**src/design/assert_macros.svh**
```systemverilog
// assertion macros used by the top-level core
`ifndef ASSERT_MACROS_SVH
`define ASSERT_MACROS_SVH

// property that must hold at every clock edge outside reset
`define A_CHECK(lbl, clk, rst_n, prop, msg) \
	lbl: assert property (@(posedge clk) disable iff (!rst_n) (prop)) else $error(msg);

// antecedent at one edge implies consequent at the next edge
`define A_NEXT(lbl, clk, rst_n, ante, cons, msg) \
	lbl: assert property (@(posedge clk) disable iff (!rst_n) (ante) |=> (cons)) else $error(msg);

`endif

```
**src/design/alc_pkg.sv**
```systemverilog
// types, constants and helper functions of the ambient light dimmer control
package alc_pkg;

	localparam logic [15:0] ErrorCode   = 16'd54612;
	localparam logic [24:0] Recip100    = 25'd21474837;
	localparam logic [11:0] Recip10     = 12'd3277;
	localparam logic [17:0] StepSatDist = 18'd2560;
	localparam logic [21:0] PctRecip    = 22'd3289700;
	localparam logic [1:0]  RefreshLen  = 2'd3;
	localparam int          NumLanes    = 4;

	typedef enum logic [2:0] {
		RegTrigLow  = 3'd0,
		RegTrigHigh = 3'd1,
		RegTgtLow   = 3'd2,
		RegTgtHigh  = 3'd3,
		RegMaxStep  = 3'd4,
		RegStartDuty = 3'd5
	} cfg_idx_t;

	typedef struct packed {
		logic [6:0] trig_lo;
		logic [7:0] trig_hi;
		logic [6:0] tgt_lo;
		logic [7:0] tgt_hi;
		logic [7:0] max_step;
		logic [7:0] start_duty;
	} cfg_t;

	typedef struct packed {
		logic [17:0] trig_lo;
		logic [17:0] trig_hi;
		logic [17:0] tgt_lo;
		logic [17:0] tgt_hi;
	} edges_t;

	typedef struct packed {
		logic [15:0] raw_mean;
		logic        err;
		logic [1:0]  bad;
		logic        toggle;
		logic        window;
	} mean_item_t;

	typedef struct packed {
		logic [7:0]  duty;
		logic [15:0] mean;
		logic        err;
		logic [1:0]  bad;
		logic        adj;
		logic        lamp;
	} res_t;

	// floor(x / 100) for any 24-bit x
	function automatic logic [17:0] div100(input logic [23:0] x);
		logic [48:0] p;
		p = {25'd0, x} * {24'd0, Recip100};
		return p[48:31];
	endfunction

endpackage

```
**src/design/alc_ctrl.sv**
```systemverilog
// control state: lamp, base level, adjust mode and duty stepping
module alc_ctrl import alc_pkg::*; (
	input  logic        clk,
	input  logic        arst_n,
	input  logic        fire,
	input  mean_item_t  item,
	input  edges_t      cand,
	input  cfg_t        cfg,
	input  logic        ld_ref,
	input  edges_t      ref_edges,
	output res_t        res,
	output logic [15:0] base
);

	logic        lamp_q, init_q, adj_q, seen_q;
	logic [15:0] mean_q, base_q;
	logic [7:0]  duty_q;
	edges_t      edges_q;

	logic        lamp_n, init_n, adj_n, seen_n;
	logic [15:0] mean_n, base_n;
	logic [7:0]  duty_n;
	edges_t      edges_n;

	// step = clamp(gap / 10, 1, max_step); large gaps saturate directly
	function automatic logic [7:0] clamp_step(input logic [17:0] gap, input logic [7:0] mx);
		logic [23:0] p;
		logic [7:0]  q;
		p = {12'd0, gap[11:0]} * {12'd0, Recip10};
		q = p[22:15];
		if (gap >= StepSatDist)
			return mx;
		if (q > mx)
			return mx;
		if (q == 8'd0)
			return 8'd1;
		return q;
	endfunction

	always_comb begin
		logic [17:0] mean_x;
		logic [17:0] gap;
		logic [7:0]  step;
		logic [8:0]  sum9;
		logic        below, above;
		lamp_n  = lamp_q ^ item.toggle;
		mean_n  = item.err ? mean_q : item.raw_mean;
		seen_n  = seen_q | ~item.err;
		init_n  = init_q;
		adj_n   = adj_q;
		duty_n  = duty_q;
		base_n  = base_q;
		edges_n = edges_q;
		mean_x  = '0;
		gap     = '0;
		step    = '0;
		sum9    = '0;
		below   = 1'b0;
		above   = 1'b0;
		if (lamp_n && item.window) begin
			if (!init_q) begin
				duty_n  = cfg.start_duty;
				mean_n  = item.raw_mean;
				base_n  = item.raw_mean;
				edges_n = cand;
				init_n  = 1'b1;
			end
			if (seen_n) begin
				mean_x = {2'b00, mean_n};
				if (mean_x < edges_n.trig_lo || mean_x > edges_n.trig_hi)
					adj_n = 1'b1;
				below = mean_x < edges_n.tgt_lo;
				above = mean_x > edges_n.tgt_hi;
				gap   = below ? (edges_n.tgt_lo - mean_x) : (mean_x - edges_n.tgt_hi);
				step  = clamp_step(gap, cfg.max_step);
				if (adj_n) begin
					if (below) begin
						sum9   = {1'b0, duty_n} + {1'b0, step};
						duty_n = sum9[8] ? 8'hFF : sum9[7:0];
					end else if (above) begin
						duty_n = (duty_n >= step) ? (duty_n - step) : 8'd0;
					end else begin
						adj_n = 1'b0;
					end
				end
			end
		end else begin
			lamp_n  = 1'b0;
			duty_n  = 8'd0;
			base_n  = 16'd0;
			edges_n = '0;
			init_n  = 1'b0;
			adj_n   = 1'b0;
		end
	end

	always_ff @(posedge clk or negedge arst_n) begin
		if (!arst_n) begin
			lamp_q  <= 1'b0;
			init_q  <= 1'b0;
			adj_q   <= 1'b0;
			seen_q  <= 1'b0;
			mean_q  <= 16'd0;
			base_q  <= 16'd0;
			duty_q  <= 8'd0;
			edges_q <= '0;
		end else if (fire) begin
			lamp_q  <= lamp_n;
			init_q  <= init_n;
			adj_q   <= adj_n;
			seen_q  <= seen_n;
			mean_q  <= mean_n;
			base_q  <= base_n;
			duty_q  <= duty_n;
			edges_q <= edges_n;
		end else if (ld_ref) begin
			// stored edges rebuilt from the base after any configuration register write
			edges_q <= ref_edges;
		end
	end

	always_ff @(posedge clk) begin
		if (fire) begin
			res.duty <= duty_n;
			res.mean <= mean_n;
			res.err  <= item.err;
			res.bad  <= item.bad;
			res.adj  <= adj_n;
			res.lamp <= lamp_n;
		end
	end

	assign base = base_q;

endmodule

```
**config.mk**
```make
export PLATFORM = sky130hd
export DESIGN_NAME = alc_ctrl
export DESIGN_NICKNAME = d
export VERILOG_FILES = /design/src/design/assert_macros.svh /design/src/design/alc_pkg.sv /design/src/design/alc_ctrl.sv
export SDC_FILE = /design/constraint.sdc
export NUM_CORES = 1
export LEC_CHECK = 0
export BUFFER_PORTS_ARGS = -buffer_cell sky130_fd_sc_hd__buf_4
export CAP_MARGIN = 20
export CORE_ASPECT_RATIO = 1.25
export CORE_MARGIN = 2
export CORE_UTILIZATION = 45
export CTS_CLUSTER_SIZE = 16
export DETAILED_ROUTE_END_ITERATION = 6
export PLACE_DENSITY = 0.7
export RECOVER_POWER = 50
export SLEW_MARGIN = 10
export SYNTH_ARGS = -nofsm -noshare
export SYNTH_HDL_FRONTEND = slang
export SYNTH_SLANG_ARGS = --single-unit
```
**constraint.sdc**
```tcl
create_clock -name clk -period 13 [get_ports clk]
set_input_delay 1.3 -clock clk [delete_from_list [all_inputs] [get_ports clk]]
set_output_delay 1.3 -clock clk [all_outputs]
set_load 0.02 [all_outputs]
```
# Word-level counts from Yosys, hierarchy flattened
# Cells that the tools add are included.
# W data, S select, Z words.
dict set report classes {
  n_addsub 4
  n_mul 1
  n_div 0
  n_lt_le_gt_ge 7
  n_eq_ne 1
  shift 0
  mux 51
  bitwise_logic 3
  n_reduce_logical 5
}
# operator count
set op_table {}
lappend op_table {{$mux W72} 5}
lappend op_table {{$mux W8} 17}
lappend op_table {{$mux W16} 6}
lappend op_table {{$gt A16 B18 Y1} 2}
lappend op_table {{$lt A16 B18 Y1} 2}
lappend op_table {{$mul A12 B12 Y23 const B} 1}
lappend op_table {{$mux W1} 22}
lappend op_table {{$ge A18 B12 Y1 const B} 1}
lappend op_table {{$mux W18} 1}
lappend op_table {{$sub A16 B18 Y18} 1}
lappend op_table {{$sub A18 B16 Y18} 1}
lappend op_table {{$add A8 B8 Y9} 1}
lappend op_table {{$ge A8 B8 Y1} 1}
lappend op_table {{$gt A8 B8 Y1} 1}
lappend op_table {{$logic_not A8 Y1} 1}
lappend op_table {{$sub A8 B8 Y8} 1}
lappend op_table {{$ne A2 B2 Y1 const B} 1}
lappend op_table {{$reduce_and A2 Y1} 1}
lappend op_table {{$reduce_bool A2 Y1} 1}
lappend op_table {{$logic_and A1 B1 Y1} 1}
lappend op_table {{$logic_or A1 B1 Y1} 1}
lappend op_table {{$not A1 Y1} 1}
lappend op_table {{$or A1 B1 Y1} 1}
lappend op_table {{$xor A1 B1 Y1} 1}
dict set report word_totals {
  regBits 145
  latch_bits 0
  ram_bits 0
  mem_bits_ro 0
  input_bits 215
  output_inout_bits 45
  wordCells 89
  n_memories 0
}

# Longest topological paths before layout
dict set report depth {
  word_depth 28
  ltp_mapped 58
}

# Worst setup path after synthesis
# No wires, ideal clock.
dict set report synth_timing {
  path_kind {input to register}
  startpoint {input port item[4] in the netlist's numbering}
  endpoint {register res[23] in the netlist's numbering (data pin)}
  setup_time_ps 265
  arrival_time_ps 12386
  path_slack_ps 349
  cell_stages 52
  n_path_buf 8
  path_cell_list {buf_6 nand2_1 clkbuf_1 mux2i_1 ha_1 buf_2 a21oi_1 o21a_1 o21ai_0 a21oi_1 and2_1 buf_2 clkbuf_1 buf_1 o21ai_0 ha_1 inv_1 fa_1 [... 16 more ...] a21oi_1 o21ai_0 a221oi_1 o21ai_1 nor3_4 buf_6 mux2_1 ha_1 nor2b_1 o21ai_0 a21oi_1 o21ai_0 a21oi_1 clkbuf_1 o311ai_0 o21ai_0 a21oi_1 a21oi_1}
}
dict set report synth_between {
  elab_chain_cells 24
}
# element line_no
set synth_lines {}
lappend synth_lines {{start: declaration} alc_ctrl.sv:6} ;# input mean_item_t item,
lappend synth_lines {{parallel branches: the longest is 22 deep, another holds $mul A12 B12 Y23} n/a}
lappend synth_lines {{$mux W8 *} alc_ctrl.sv:68} ;# if (seen_n) begin
lappend synth_lines {{$mux W8 *} alc_ctrl.sv:60} ;# if (lamp_n && item.window) begin
lappend synth_lines {{via duty_n[2]} alc_ctrl.sv:22} ;# logic [7:0] duty_n;
lappend synth_lines {{end: declaration} alc_ctrl.sv:11} ;# output res_t res,
# Mark *: on every way through the listed nets, which the timed path passes. The select of a mux whose other input is x is not followed.
# A chain may end at the register's enable or synchronous reset.

# Final worst setup path
dict set report layout_timing {
  startpoint {input port item[4] in the netlist's numbering}
  endpoint {register duty_q[3]}
}
dict set report layout_between {
  elab_chain_cells 24
}
# element line_no
set layout_lines {}
lappend layout_lines {{parallel branches: the longest is 22 deep, another holds $mul A12 B12 Y23} n/a}
lappend layout_lines {{$mux W8 *} alc_ctrl.sv:68}
lappend layout_lines {{$mux W8 *} alc_ctrl.sv:60}
lappend layout_lines {{end signal: assignment} alc_ctrl.sv:114} ;# duty_q <= duty_n;
lappend layout_lines {{end: declaration} alc_ctrl.sv:17} ;# logic [7:0] duty_q;
# Mark *: on every way between the ends. The select of a mux whose other input is x is not followed.

==> impl_metrics.ini <==
[run_status]
status = finished, violations left
violations = DRC, capacitance limit, slew limit

[die]
ios = 260
num_rows = 71
coreArea_um2 = 30120
start_util = 0.4567
die-area_um2 = 31990
die_y_um = 199.5
die_w_um = 160.4

[worst_setup_path]
timing.rr.end = duty_q[3]
rr_worst_depth = 50
critPathCaptureType = register
cp_data_required_time_ns = 13.33
arrival_ns = 12.40
reg2reg_slack_ns = 0.99
path_max_fanout = 7
slowest_delay_ns = 0.56
cp_slowest_cell = fa_1
worstReg2RegStart = lamp_q
startpoint_type = input port
crit_type = in -> reg
cpMostUsedCell = ha_1

[sta]
setup_viol = 0
finalSetupTns_ns = 0
rsz0062_at_grt = false
period_needed_ns = 12.08
clock_skew_ns = 0.008514
maxSlewHeadroom = -0.8920
fmaxAchievable_ghz = 0.08281
period_share = 0.9289
worst_pin_slew_ns = 2.838
hold_viol = 0
final_max_slew_viol_count = 120

[min_path]
hp-class = reg -> reg
min_path_cells = 1
whs_endpoint = seen_q
min-delay-start = seen_q

[clock_tree]
cts_sinks = 144
hold_buffers = 0
clkTransAtPathRegs_ns = 0.07
clockBufferDepth = 2
cts_buffers = 17
clock-root-buffer = clkbuf_16
cts_tree = built
clock_latency_ns = 0.43
htreeDepth = 4

[drt]
dr_total_vias = 11980
drc_errors = 2
vias_per_cell = 5.546
firstDrtPassIters = 7
ant_nets = 0
dr.first_iter.drc_count = 769
wl_per_cell_um = 18.52
drt_wl_total_mm = 40.01

[yosys]
synth_top_area_share = 0.2092
synth.most_common_cell = ha_1
seq_area_frac_synth = 0.2726
synthTopCellsByCount = 173 x ha_1, 160 x mux2i_1, 139 x inv_1
synth_seq_cells = 144
ys.flop_type = dfrtp_1
synth_area_um2 = 13750
syn_inst = 1455
synth_edf_count = 29
synth_cell_types = 78
yosys-top-cells-area = dfrtp_1 21%, ha_1 16%, mux2i_1 12%
synthArstFlopShare = 0.7986
syn_avg_cell_area_um2 = 9.452
yosysTopAreaCell = dfrtp_1
ys_warn_count = 0
synth_nets = 1884

[final_layout]
fin_nets = 2172
finalNonFillerCells = 2160
area_growth_syn_to_layout_pct = 23.63
drive_gt1_frac = 0.2358

[global_route]
grt_max_degree = 106
grt_pass1_vias = 12320
grt_overflow = 0
grt_pass1_wl_mm = 63.69
track_usage = 0.2513
antenna_found_initial = 3

[job]
maxCapViolations = 3

[place]
numPortBuffers = 229
gp_congestion = 0.9147
dpl.cell_count = 2124
dpl.hpwl_mm = 31.40
==> cell type report <==
| type | count | area (um2) |
|---|---|---|
| repair buffers | 338 | 2436 |
| well taps | 401 | 501.7 |
| clock inverters | 13 | 123.9 |
| clock buffers | 19 | 442.9 |
| fillers | 2713 | 13110 |
| flip-flops and latches | 144 | 3752 |
| diodes | 3 | 7.507 |
| inverters | 140 | 525.5 |
| multi-input cells | 1102 | 9213 |
==> what timing repair did <==
action	4_1_cts	5_1_grt
endpoints found under the setup margin	0	16
buffers inserted	0	0
resized for setup	0	8
endpoints found under the hold margin	0	0
==> metal layers <==
metal | wire length (um) | vias up | track usage | share of wire
met1 | 16470 | 5778 | 0.3050 | 0.41
li1 | - | 5794 | - | -
met4 | 1520 | 0 | 0.1041 | 0.038
met2 | 20650 | 337 | 0.4578 | 0.52
met3 | 1371 | 71 | 0.02387 | 0.034
met5 | 0 | - | 0 | 0
==> cell families (layout without fill, tap and decap cells) <==
group                      Yosys count  after routing  share of synthesized area
other                                0              3                          0
muxes                              209            209                     0.1568
xor gates and xnor gates            42             42                    0.02675
and+or+nand+nor                    317            317                     0.1158
buffers and inverters              209            510                    0.05932
DFF                                144            144                     0.2726
AOI/OAI and AO/OA                  320            320                     0.1517
adders and majority gates          214            214                     0.2171
==> worst max path at each step <==
stage                       start   endpoint  slack [ns]  depth (start not counted)
after global placement    item[4]  duty_q[5]        0.33                         51
final                     item[4]  duty_q[3]        0.92                         51
after global routing      item[4]  duty_q[5]        0.05                         51
after detailed placement  item[4]  duty_q[3]        0.08                         51
after floorplan           item[4]    res[23]        0.35                         52
after CTS                 item[4]  duty_q[3]        0.47                         51
==> per-stage QoR <==
step	area, um2	setup slack [ns]	hold WS (ns)	util
floorplan	13750	0.3490	0.4477	-
global placement	16490	0.3279	0.4684	0.5476
detailed placement	16500	0.07926	0.4744	0.5480
CTS	17070	0.4721	0.4923	0.5668
global route	17000	0.05181	0.5257	0.5646
finish	17000	0.9248	0.4879	0.5646
==> sequential cells by signal, indices dropped and copies added (netlist names) <==
signal,cells
lamp_q,1
adj_q,1
res,29
edges_q,72
duty_q,8
base,16
seen_q,1
mean_q,16
==> worst max-delay path: cells and delay by family <==
kind	cells	cell delay (ns)
buffers and inverters	8	0.79
AOI/OAI and AO/OA	19	3.76
adders and majority gates	11	3.73
muxes	2	0.61
and+or+nand+nor	9	1.85
xor gates and xnor gates	2	0.34
==> layout by cell type, fill, tap and decap left out, types with 36 or more instances in the layout <==
| cell type | n |
|---|---|
| a21oi_1 | 60 |
| buf_4 | 307 |
| dfrtp_1 | 114 |
| fa_1 | 41 |
| ha_1 | 173 |
| inv_1 | 139 |
| mux2_2 | 45 |
| mux2i_1 | 159 |
| nand2_1 | 51 |
| nand3_1 | 36 |
| nor2_1 | 98 |
| o21ai_0 | 107 |
| or3_1 | 52 |
Power is left out: the tool's default activity adds up to more than one toggle a clock period on the data nets, which glitch-free logic cannot reach.
