==> src/design/assert_macros.svh <==
// assertion macros used by the top-level core
`ifndef ASSERT_MACROS_SVH
`define ASSERT_MACROS_SVH

// property that must hold at every clock edge outside reset
`define A_CHECK(lbl, clk, rst_n, prop, msg) \
	lbl: assert property (@(posedge clk) disable iff (!rst_n) (prop)) else $error(msg);

// antecedent at one edge implies consequent at the next edge
`define A_NEXT(lbl, clk, rst_n, ante, cons, msg) \
	lbl: assert property (@(posedge clk) disable iff (!rst_n) (ante) |=> (cons)) else $error(msg);

`endif

==> src/design/alc_pkg.sv <==
// types, constants and helper functions of the ambient light dimmer control
package alc_pkg;

	localparam logic [15:0] ErrorCode   = 16'd54612;
	localparam logic [24:0] Recip100    = 25'd21474837;
	localparam logic [11:0] Recip10     = 12'd3277;
	localparam logic [17:0] StepSatDist = 18'd2560;
	localparam logic [21:0] PctRecip    = 22'd3289700;
	localparam logic [1:0]  RefreshLen  = 2'd3;
	localparam int          NumLanes    = 4;

	typedef enum logic [2:0] {
		RegTrigLow  = 3'd0,
		RegTrigHigh = 3'd1,
		RegTgtLow   = 3'd2,
		RegTgtHigh  = 3'd3,
		RegMaxStep  = 3'd4,
		RegStartDuty = 3'd5
	} cfg_idx_t;

	typedef struct packed {
		logic [6:0] trig_lo;
		logic [7:0] trig_hi;
		logic [6:0] tgt_lo;
		logic [7:0] tgt_hi;
		logic [7:0] max_step;
		logic [7:0] start_duty;
	} cfg_t;

	typedef struct packed {
		logic [17:0] trig_lo;
		logic [17:0] trig_hi;
		logic [17:0] tgt_lo;
		logic [17:0] tgt_hi;
	} edges_t;

	typedef struct packed {
		logic [15:0] raw_mean;
		logic        err;
		logic [1:0]  bad;
		logic        toggle;
		logic        window;
	} mean_item_t;

	typedef struct packed {
		logic [7:0]  duty;
		logic [15:0] mean;
		logic        err;
		logic [1:0]  bad;
		logic        adj;
		logic        lamp;
	} res_t;

	// floor(x / 100) for any 24-bit x
	function automatic logic [17:0] div100(input logic [23:0] x);
		logic [48:0] p;
		p = {25'd0, x} * {24'd0, Recip100};
		return p[48:31];
	endfunction

endpackage

==> src/design/alc_lane.sv <==
// one sensor lane: error code check and first pipeline register
module alc_lane import alc_pkg::*; (
	input  logic        clk,
	input  logic        en,
	input  logic [15:0] lux,
	output logic [15:0] lux_s1,
	output logic        err_s1
);

	always_ff @(posedge clk) begin
		if (en) begin
			lux_s1 <= lux;
			err_s1 <= (lux == ErrorCode);
		end
	end

endmodule

==> config.mk <==
export PLATFORM = sky130hd
export DESIGN_NAME = alc_lane
export DESIGN_NICKNAME = d
export VERILOG_FILES = /design/src/design/assert_macros.svh /design/src/design/alc_pkg.sv /design/src/design/alc_lane.sv
export SDC_FILE = /design/constraint.sdc
export NUM_CORES = 1
export LEC_CHECK = 0
export BUFFER_PORTS_ARGS = -buffer_cell sky130_fd_sc_hd__buf_4
export CAP_MARGIN = 10
export CORE_MARGIN = 2
export CORE_UTILIZATION = 42
export DETAILED_ROUTE_END_ITERATION = 7
export PLACE_DENSITY = 0.8
export SYNTH_ARGS = -nofsm -noshare
export SYNTH_HDL_FRONTEND = slang
export SYNTH_SLANG_ARGS = --single-unit
==> constraint.sdc <==
create_clock -name clk -period 2.9 [get_ports clk]
set_input_delay 0.58 -clock clk [delete_from_list [all_inputs] [get_ports clk]]
set_output_delay 0.58 -clock clk [all_outputs]
set_load 0.02 [all_outputs]
; Word level (Yosys, flattened, before mapping)
; Index checks and enable logic that the tools add are counted.
[classes]
div = 0
eq_ne = 1
magnitude_cmp = 0
shifts = 0
bitwise = 0
add_sub_neg = 0
reduce_logical = 0
n_mul = 0
n_mux = 0
[ops]
columns = op, n
row1 = 16-bit equality test (second input constant), 1
[word_totals]
rom_bits = 0
latch_bits = 0
register_bits = 17
mem_bits_rw = 0
out_inout_bits = 17
input_bits = 18
mem_count = 0
wordCells = 3

; Longest topological paths before layout
; Gate-level depths: netlist (run 1).
[logic_depth]
ltp_word = 1
ltp_mapped = 2
mapped_depth_nobuf = 2

; Worst setup path after synthesis (run 1)
; Ideal clock, no wire load.
[synth_path]
kind = input to register
startpoint = in lux[1]
endpoint = reg err_s1 (data pin)
cell_stages = 2
setup_slack_ns = 1.398
setup_time_ns = 0.170
t_arrival_ns = 1.332
required_ns = 2.730
cell_sequence = or4b_1 > nor4_2
[synth_between]
elab_chain_len = 1
[synth_lines]
columns = item, line_no
row1 = from (decl), alc_lane.sv:5  ; input logic [15:0] lux,
row2 = 16-bit equality test, alc_lane.sv:13  ; err_s1 <= (lux == ErrorCode);
row3 = to (signal assigned), alc_lane.sv:13
row4 = to (decl), alc_lane.sv:7  ; output logic err_s1
; Every way passes these cells.
; A chain may end at the register's enable or synchronous reset.

; Worst setup path after layout (run 1)
[layout_path]
startpoint = reg lux_s1[10]
endpoint = out lux_s1[10]
[layout_lines]
columns = item, line_no
row1 = from (decl), alc_lane.sv:6  ; output logic [15:0] lux_s1,
row2 = from (signal assigned), alc_lane.sv:12  ; lux_s1 <= lux;
; No word-level cell between the ends.

==> results of run 1 <==
[cell usage after synthesis]
cell type | count | area, um2
sky130_fd_sc_hd__edfxtp_1 | 17 | 510.5
sky130_fd_sc_hd__nand4bb_1 | 2 | 22.52
sky130_fd_sc_hd__nand4b_1 | 1 | 8.760
sky130_fd_sc_hd__nor4_2 | 1 | 12.51
sky130_fd_sc_hd__or4b_1 | 1 | 10.01
[how the worst max path moves through the flow]
stage / start / end / slack, ns / cells after the start
4_1_cts: lux_s1[10] / lux_s1[10] / 1.48 / 1
3_5_place_dp: lux[1] / err_s1 / 1.25 / 3
5_1_grt: lux_s1[14] / lux_s1[14] / 1.46 / 1
2_1_floorplan: lux[1] / err_s1 / 1.40 / 2
3_3_place_gp: lux[1] / err_s1 / 1.28 / 3
6_report: lux_s1[10] / lux_s1[10] / 1.49 / 1
[sequential cells by signal, summed over array words and instances, names as in the netlist]
name and flops:
err_s1 1, lux_s1 16
[kinds of logic (layout without fill, tap and decap cells)]
family        Yosys count  after routing
flops                  17             17
buf+inv                 0             38
simple gates            5              5
[area by class of cell]
class | count | area (um2)
sequential | 17 | 510.5
clock buffer | 4 | 26.28
fill | 103 | 420.4
tap | 15 | 18.77
multi-input combinational | 5 | 53.80
timing repair buffer | 34 | 255.2
[cells in the final DEF (no fill, tap or decap)]
cell                        Yosys  final
sky130_fd_sc_hd__clkbuf_1       0      1
sky130_fd_sc_hd__or4b_1         1      1
sky130_fd_sc_hd__edfxtp_1      17     17
sky130_fd_sc_hd__nand4bb_1      2      2
sky130_fd_sc_hd__buf_4          0     34
sky130_fd_sc_hd__clkbuf_4       0      3
sky130_fd_sc_hd__nand4b_1       1      1
sky130_fd_sc_hd__nor4_2         1      1
[power by group through the flow]
stage	logic, uW	clock network, uW	registers [uW]
5_1_grt	82.9	132	297
2_1_floorplan	2.41	0	327
6_report	77.7	118	296
3_5_place_dp	78.5	0	301
4_1_cts	78.6	120	296
3_3_place_gp	77.5	0	301
[metrics by stage]
step	hold WS, ns	instance area [um2]	cells	power (uW)	util (%)
2_1_floorplan	0.6789	564.3	22	329.2	-
3_3_place_gp	0.7651	838.3	71	378.4	65.24
3_5_place_dp	0.7667	838.3	71	380.0	65.24
4_1_cts	0.4751	864.6	75	494.6	67.28
5_1_grt	0.4683	864.6	75	511.8	67.28
6_report	0.4809	864.6	75	491.1	67.28
[metal layers]
layer	up-vias	wire (um)	global-route usage (%)
met5	-	0	0
met4	0	0	5.000
met3	0	82	3.261
met2	21	506	21.83
met1	166	359	13.70
li1	168	-	-
==> results.md, run 1 <==
* Fraction of layout instances using a drive strength above 1 at between 60 and 70%
* Final nets at about 80
* Maximum Capacitance Violations at 0
* Final ANT Viol Nets at 0
* Setup repair after global routing missed its margin: false
* Overall routing resource usage at ~12%
* Worst path cell trace: buf_4
* Signed area change from the synthesized netlist to the final layout at 53.22%
* Worst-case vdd ir drop at 0.3481 mV
* H-tree lvl count at 1
* RePlAce Congestion at approximately 0.64
* Relative contribution of the clock network to total power at roughly a quarter
* Area fraction in compound gates after synthesis at 0%
* Maximum fanout along the worst path at 1
* Nets in the synthesized netlist at 40
* Pin count of the biggest net entering global routing at 18
* Total count of hold-check failures in the final report at 0
* Number of storage elements in the synthesis netlist at 17
* Via density per instance at roughly 4.7
* Post-synthesis average cell area at roughly 26 um2
* Run status: finished, final reports clean
* Standard-cell rows at 13
* Relative contribution of sequential cells to total power at 60.2%
* Wire length of the first global-routing pass at around 1300 um
* Post-Syn Instances at 22
* Cell with the biggest individual delay on the critical path: sky130_fd_sc_hd__edfxtp_1
* Number of warnings printed during yosys synthesis at 0
* Final setup violation count at 0
* Longest individual stage delay on the worst path at approximately 0.39 ns
* Multiplexer fraction of the synthesized cell area at 0%
* Number of buffers inserted by hold repair at cts at 0
* Class of the tightest hold or removal check: input pin to flop
* Die Span X at 40.66 um
* Largest family of logic cells by synthesized area: simple AND/OR/NAND/NOR gates
* Portion of total power attributed to combinational logic at ~16%
* Cell area after synthesis at around 560 um2
* Time the worst path needs with I/O delays and setup at approximately 1.4 ns
* TritonCTS clock tree: yes
* Post-cts resize count at 0
* Fmax at just over 700 MHz
* Final Routed Wirelength at about 950 um
* Worst Hold Path Cells at 1
* Initial Util at a little over two fifths
* Hold path startpoint: lux[14]
* Drt wl/cell at roughly 13 um
* Setup TNS Final at 0 ns
* Final routed DRC violation total at 0
* Power per unit of standard cell area at roughly 570 nW/um2
* Startpoint class of the critical path: flop
* Number of global-route vias before repair at 317
* Number of distinct standard cells referenced by the synthesized netlist at 5
* Simple-gate share of the synthesized area at a little under a tenth
* Number of DRC violations after detailed-routing iteration 0 at 0
* Pin slew with the least headroom to its limit at between 0.2 and 0.25 ns
* Buffer count from post-CTS setup fixing at 0
* Worst setup path class: flop to output pin
* Crit. End Element: output pin
* Xor and xnor fraction of the mapped netlist area at 0%
* Initial antenna violation count at 0
* Ports placed on the boundary at 35
* Total of buffers placed on input and output ports at 34
* Share of the yosys chip area belonging to registers at 90.47%
* Die Height at 40.66 um
* Number of slew-limit violations in the final report at 0
* Placement-stage worst setup slack at 1.253 ns
* Crit path DAT at 0.83 ns
* Number of clock buffers inserted by TritonCTS at 3
* Core outline area at between 1000 and 1500 um2
* Share of the clock period used by the worst path at between 40% and 50%
* Switching power at 108.8 uW
* Remaining max-slew budget at the tightest pin at approximately 86%
* Final worst-path setup slack at ~1.5 ns
* Root cell of the clock tree: sky130_fd_sc_hd__clkbuf_4
* Number of clock sinks at 17
* Buffers and inverters on the worst path at 1
* Delay-heaviest family, CP: flip-flops
* Share of synthesized cell area in full adder, half adder and majority cells at 0%
* Hold worst-path end: lux_s1[14]
* Initial DRT Pass Iterations at 1
* Clock slew seen by the registers of the worst setup and hold paths at around 0.09 ns
* Internal power of the cells at roughly 380 uW
* Leakage at roughly 0.00035 uW
* Overall via count from detail_route at around 360
* Net switching fraction of the power at about 22%
* Diode count at 0
* CTS Buffer Depth at 2
* Remaining global-route overflow at 0
* Critical path required time at 2.32 ns
* Total Die Area at ~1700 um2
Power figures use the tool's default switching activity.
==> inputs of run 2 (changes only) <==
--- a/config.mk
+++ b/config.mk
@@ -5,12 +5,13 @@
 export SDC_FILE = /design/constraint.sdc
 export NUM_CORES = 1
 export LEC_CHECK = 0
+export ABC_AREA = 1
 export BUFFER_PORTS_ARGS = -buffer_cell sky130_fd_sc_hd__buf_4
 export CAP_MARGIN = 10
 export CORE_MARGIN = 2
-export CORE_UTILIZATION = 42
+export CORE_UTILIZATION = 36
 export DETAILED_ROUTE_END_ITERATION = 7
-export PLACE_DENSITY = 0.8
+export PLACE_DENSITY = 0.72
 export SYNTH_ARGS = -nofsm -noshare
 export SYNTH_HDL_FRONTEND = slang
 export SYNTH_SLANG_ARGS = --single-unit
==> constraint.sdc (replaced) <==
create_clock -name clk -period 1.2 [get_ports clk]
set_input_delay 0.24 -clock clk [delete_from_list [all_inputs] [get_ports clk]]
set_output_delay 0.24 -clock clk [all_outputs]
set_load 0.02 [all_outputs]
==> results.md, run 2 <==
* Ys async rst share at 0% (unchanged)
* Signed area change from the synthesized netlist to the final layout at 50.73% (was 53.22%)
* Post-cts resize count at 0 (unchanged)
* Power per unit of standard cell area at 1340 nW/um2 (was 568.1 nW/um2)
* Worst Hold Path Cells at 1 (unchanged)
* Register ranked first by flip-flop count: lux_s1 (unchanged)
* Number of enable flip-flop cells after synthesis at 17 (unchanged)
* Number of clock buffers inserted by TritonCTS at 3 (unchanged)
* Share of the yosys chip area belonging to registers at 85.53% (was 90.47%)
* Pin slew with the least headroom to its limit at 0.2170 ns (was 0.2068 ns)
* Library cell with the highest instance count after synthesis: sky130_fd_sc_hd__edfxtp_1 (unchanged)
* Cells taking the most area after synthesis: sky130_fd_sc_hd__edfxtp_1 86%, sky130_fd_sc_hd__nand2_1 6.3%, sky130_fd_sc_hd__inv_1 5.0% (was sky130_fd_sc_hd__edfxtp_1 90%, sky130_fd_sc_hd__nand4bb_1 4.0%, sky130_fd_sc_hd__nor4_2 2.2%)
* Longest individual stage delay on the worst path at 0.39 ns (about the same)
* Buffer count from post-CTS setup fixing at 0 (unchanged)
* Number of DRC violations after detailed-routing iteration 0 at 20 (was 0)
* Time the worst path needs with I/O delays and setup at about 1.1 ns
* Die Span X at 44.72 um (was 40.66 um)
* Initial antenna violation count at 0 (unchanged)
* Total Die Area at 1999 um2 (was 1653 um2)
* Number of warnings printed during yosys synthesis at 0 (unchanged)
* Standard-cell rows at 14 (was 13)
* Remaining global-route overflow at 0 (unchanged)
* Overall via count from detail_route at 421 (was 355)
* H-tree lvl count at 1 (unchanged)
* Detailed placement HPWL at 800.5 um
* Run status: finished, final reports clean (unchanged)
* Number of distinct standard cells referenced by the synthesized netlist at 4 (was 5)
* Final routed DRC violation total at 0 (unchanged)
* Cell type with the largest total area after synthesis: sky130_fd_sc_hd__edfxtp_1 (unchanged)
* Worst-case vdd ir drop at 0.6521 mV (was 0.3481 mV)
* Cell with the biggest individual delay on the critical path: sky130_fd_sc_hd__edfxtp_1 (unchanged)
* Leakage at 0.0004133 uW (was 0.0003515 uW)
* Setup repair after global routing missed its margin: false (unchanged)
* Total of buffers placed on input and output ports at 34 (unchanged)
* Number of clock sinks at 17 (unchanged)
* Hold path startpoint: lux[7] (was lux[14])
* Maximum Capacitance Violations at 0 (unchanged)
* Core outline area at 1524 um2 (was 1285 um2)
* Count of filler cells inserted in the layout at 132 (was 103)
* Area share of the largest cell type after synthesis at 85.53% (was 90.47%)
* Ys flop type: sky130_fd_sc_hd__edfxtp_1 (unchanged)
* Worst path cell trace: buf_4 (unchanged)
* Leading cell types in the layout, fill and taps excluded: 34 x sky130_fd_sc_hd__buf_4, 17 x sky130_fd_sc_hd__edfxtp_1, 10 x sky130_fd_sc_hd__nand2_1, 8 x sky130_fd_sc_hd__inv_1, 5 x sky130_fd_sc_hd__nor2_1 (was 34 x sky130_fd_sc_hd__buf_4, 17 x sky130_fd_sc_hd__edfxtp_1, 3 x sky130_fd_sc_hd__clkbuf_4, 2 x sky130_fd_sc_hd__nand4bb_1)
* TritonCTS clock tree: yes (unchanged)
* Worst setup path startpoint: lux_s1[2] (was lux_s1[10])
* Pin count of the biggest net entering global routing at 18 (unchanged)
* Initial Util at 39.16% (was 43.91%)
* Via density per instance at 4.479 (was 4.733)
* Ports placed on the boundary at 35 (unchanged)
* Hold worst-path end: lux_s1[7] (was lux_s1[14])
* Number of slew-limit violations in the final report at 0 (unchanged)
* Crit. End Element: output pin (unchanged)
* Final ANT Viol Nets at 0 (unchanged)
* Delay-heaviest family, CP: flip-flops (unchanged)
* Critical path required time at 0.96 ns (was 2.32 ns)
* Startpoint class of the critical path: flop (unchanged)
* CTS Buffer Depth at 2 (unchanged)
* Top Registers: lux_s1 x16, err_s1 x1 (unchanged)
* Remaining max-slew budget at the tightest pin at 85.54% (was 86.21%)
* Fin area at 899.6 um2 (was 864.6 um2)
* Most common cell after layout, fill and taps aside: sky130_fd_sc_hd__buf_4 (unchanged)
* Maximum fanout along the worst path at 1 (unchanged)
* Die Height at 44.72 um (was 40.66 um)
* Number of storage elements in the synthesis netlist at 17 (unchanged)
* Class of the tightest hold or removal check: input pin to flop (unchanged)
* Post-Syn Instances at 40 (was 22)
* Diode count at 0 (unchanged)
* Crit path DAT at 0.84 ns (was 0.83 ns)
* Worst setup path class: flop to output pin (unchanged)
* Wire length of the first global-routing pass at 1635 um (was 1269 um)
* Fmax at roughly 930 MHz
* Largest register FFs at 16 (unchanged)
* Final setup violation count at 0 (unchanged)
* Overall routing resource usage at 12.51% (was 12.24%)
* Hold slack final at 0.1306 ns (was 0.4809 ns)
* Number of global-route vias before repair at 409 (was 317)
* Initial DRT Pass Iterations at 4 (was 1)
* Clock slew seen by the registers of the worst setup and hold paths at 0.10 ns (was 0.09 ns)
* Buffers and inverters on the worst path at 1 (unchanged)
* Share of the clock period used by the worst path at approximately 90%
* Drt wl/cell at 11.26 um (was 12.64 um)
* Synth top cells by count: 17 x sky130_fd_sc_hd__edfxtp_1, 10 x sky130_fd_sc_hd__nand2_1, 8 x sky130_fd_sc_hd__inv_1 (was 17 x sky130_fd_sc_hd__edfxtp_1, 2 x sky130_fd_sc_hd__nand4bb_1, 1 x sky130_fd_sc_hd__nand4b_1, 1 x sky130_fd_sc_hd__nor4_2, 1 x sky130_fd_sc_hd__or4b_1)
* Cell area after synthesis at 596.8 um2 (was 564.3 um2)
* Placed instance area at 872.1 um2 (was 838.3 um2)
* Fraction of layout instances using a drive strength above 1 at 48.72% (was 63.33%)
* Post-synthesis average cell area at 14.92 um2 (was 25.65 um2)
* Total count of hold-check failures in the final report at 0 (unchanged)
* Final nets at 97 (was 79)
* Nets in the synthesized netlist at 58 (was 40)
* Number of buffers inserted by hold repair at cts at 0 (unchanged)
* RePlAce Congestion at 0.6411 (was 0.6384)
* Final Routed Wirelength at 1058 um (was 948 um)
* Root cell of the clock tree: sky130_fd_sc_hd__clkbuf_4 (unchanged)
* Setup TNS Final at 0 ns (unchanged)
-- run 2: where the power goes --
group          switching (uW)  leakage [uW]  internal [uW]
Combinational             102      0.000230           93.5
Clock                     172     0.0000177            124
Sequential               11.7      0.000166            703
Total                     285      0.000413            920
-- run 2: cells by family (layout without fill, tap and decap cells) --
group | after synthesis | in the layout | share of synthesized area (%)
DFF | 17 | 17 | 85.53
and+or+nand+nor | 15 | 15 | 9.435
buffers and inverters | 8 | 46 | 5.032
-- run 2: cell type report --
cell class | instances | area (um2) | area share (%)
flip-flops and latches | 17 | 510.5 | 56.75
repair buffers | 34 | 255.2 | 28.37
multi-input cells | 15 | 56.30 | 6.259
inverters | 8 | 30.03 | 3.338
clock buffers | 3 | 22.52 | 2.503
well taps | 16 | 20.02 | 2.225
clock inverters | 1 | 5.005 | 0.5563
-- run 2: through the flow --
step	total power (uW)	setup slack [ns]	utilization (%)	cells
finish	1206	0.1220	59.03	94
global route	1259	0.08652	59.03	94
CTS	1221	0.1097	59.03	94
detailed placement	927.6	0.3648	57.23	90
global placement	922.8	0.3742	57.23	90
floorplan	801.7	0.5105	-	40
-- run 2: metal layers --
| layer | vias to the layer above | global-route usage, % | share of wire, % |
|---|---|---|---|
| met3 | 4 | 4.000 | 14 |
| met1 | 184 | 10.48 | 30 |
| met4 | 0 | 14.55 | 4.3 |
| met5 | - | 0 | 0 |
| met2 | 27 | 21.16 | 51 |
| li1 | 206 | - | - |
-- run 2: worst max-delay path by stage --
stage | to | slack, ns | cells after the start
2_1_floorplan | err_s1 | 0.51 | 0
3_5_place_dp | err_s1 | 0.36 | 6
3_3_place_gp | err_s1 | 0.37 | 6
5_1_grt | err_s1 | 0.09 | 1
6_report | lux_s1[2] | 0.12 | 1
4_1_cts | lux_s1[2] | 0.11 | 1
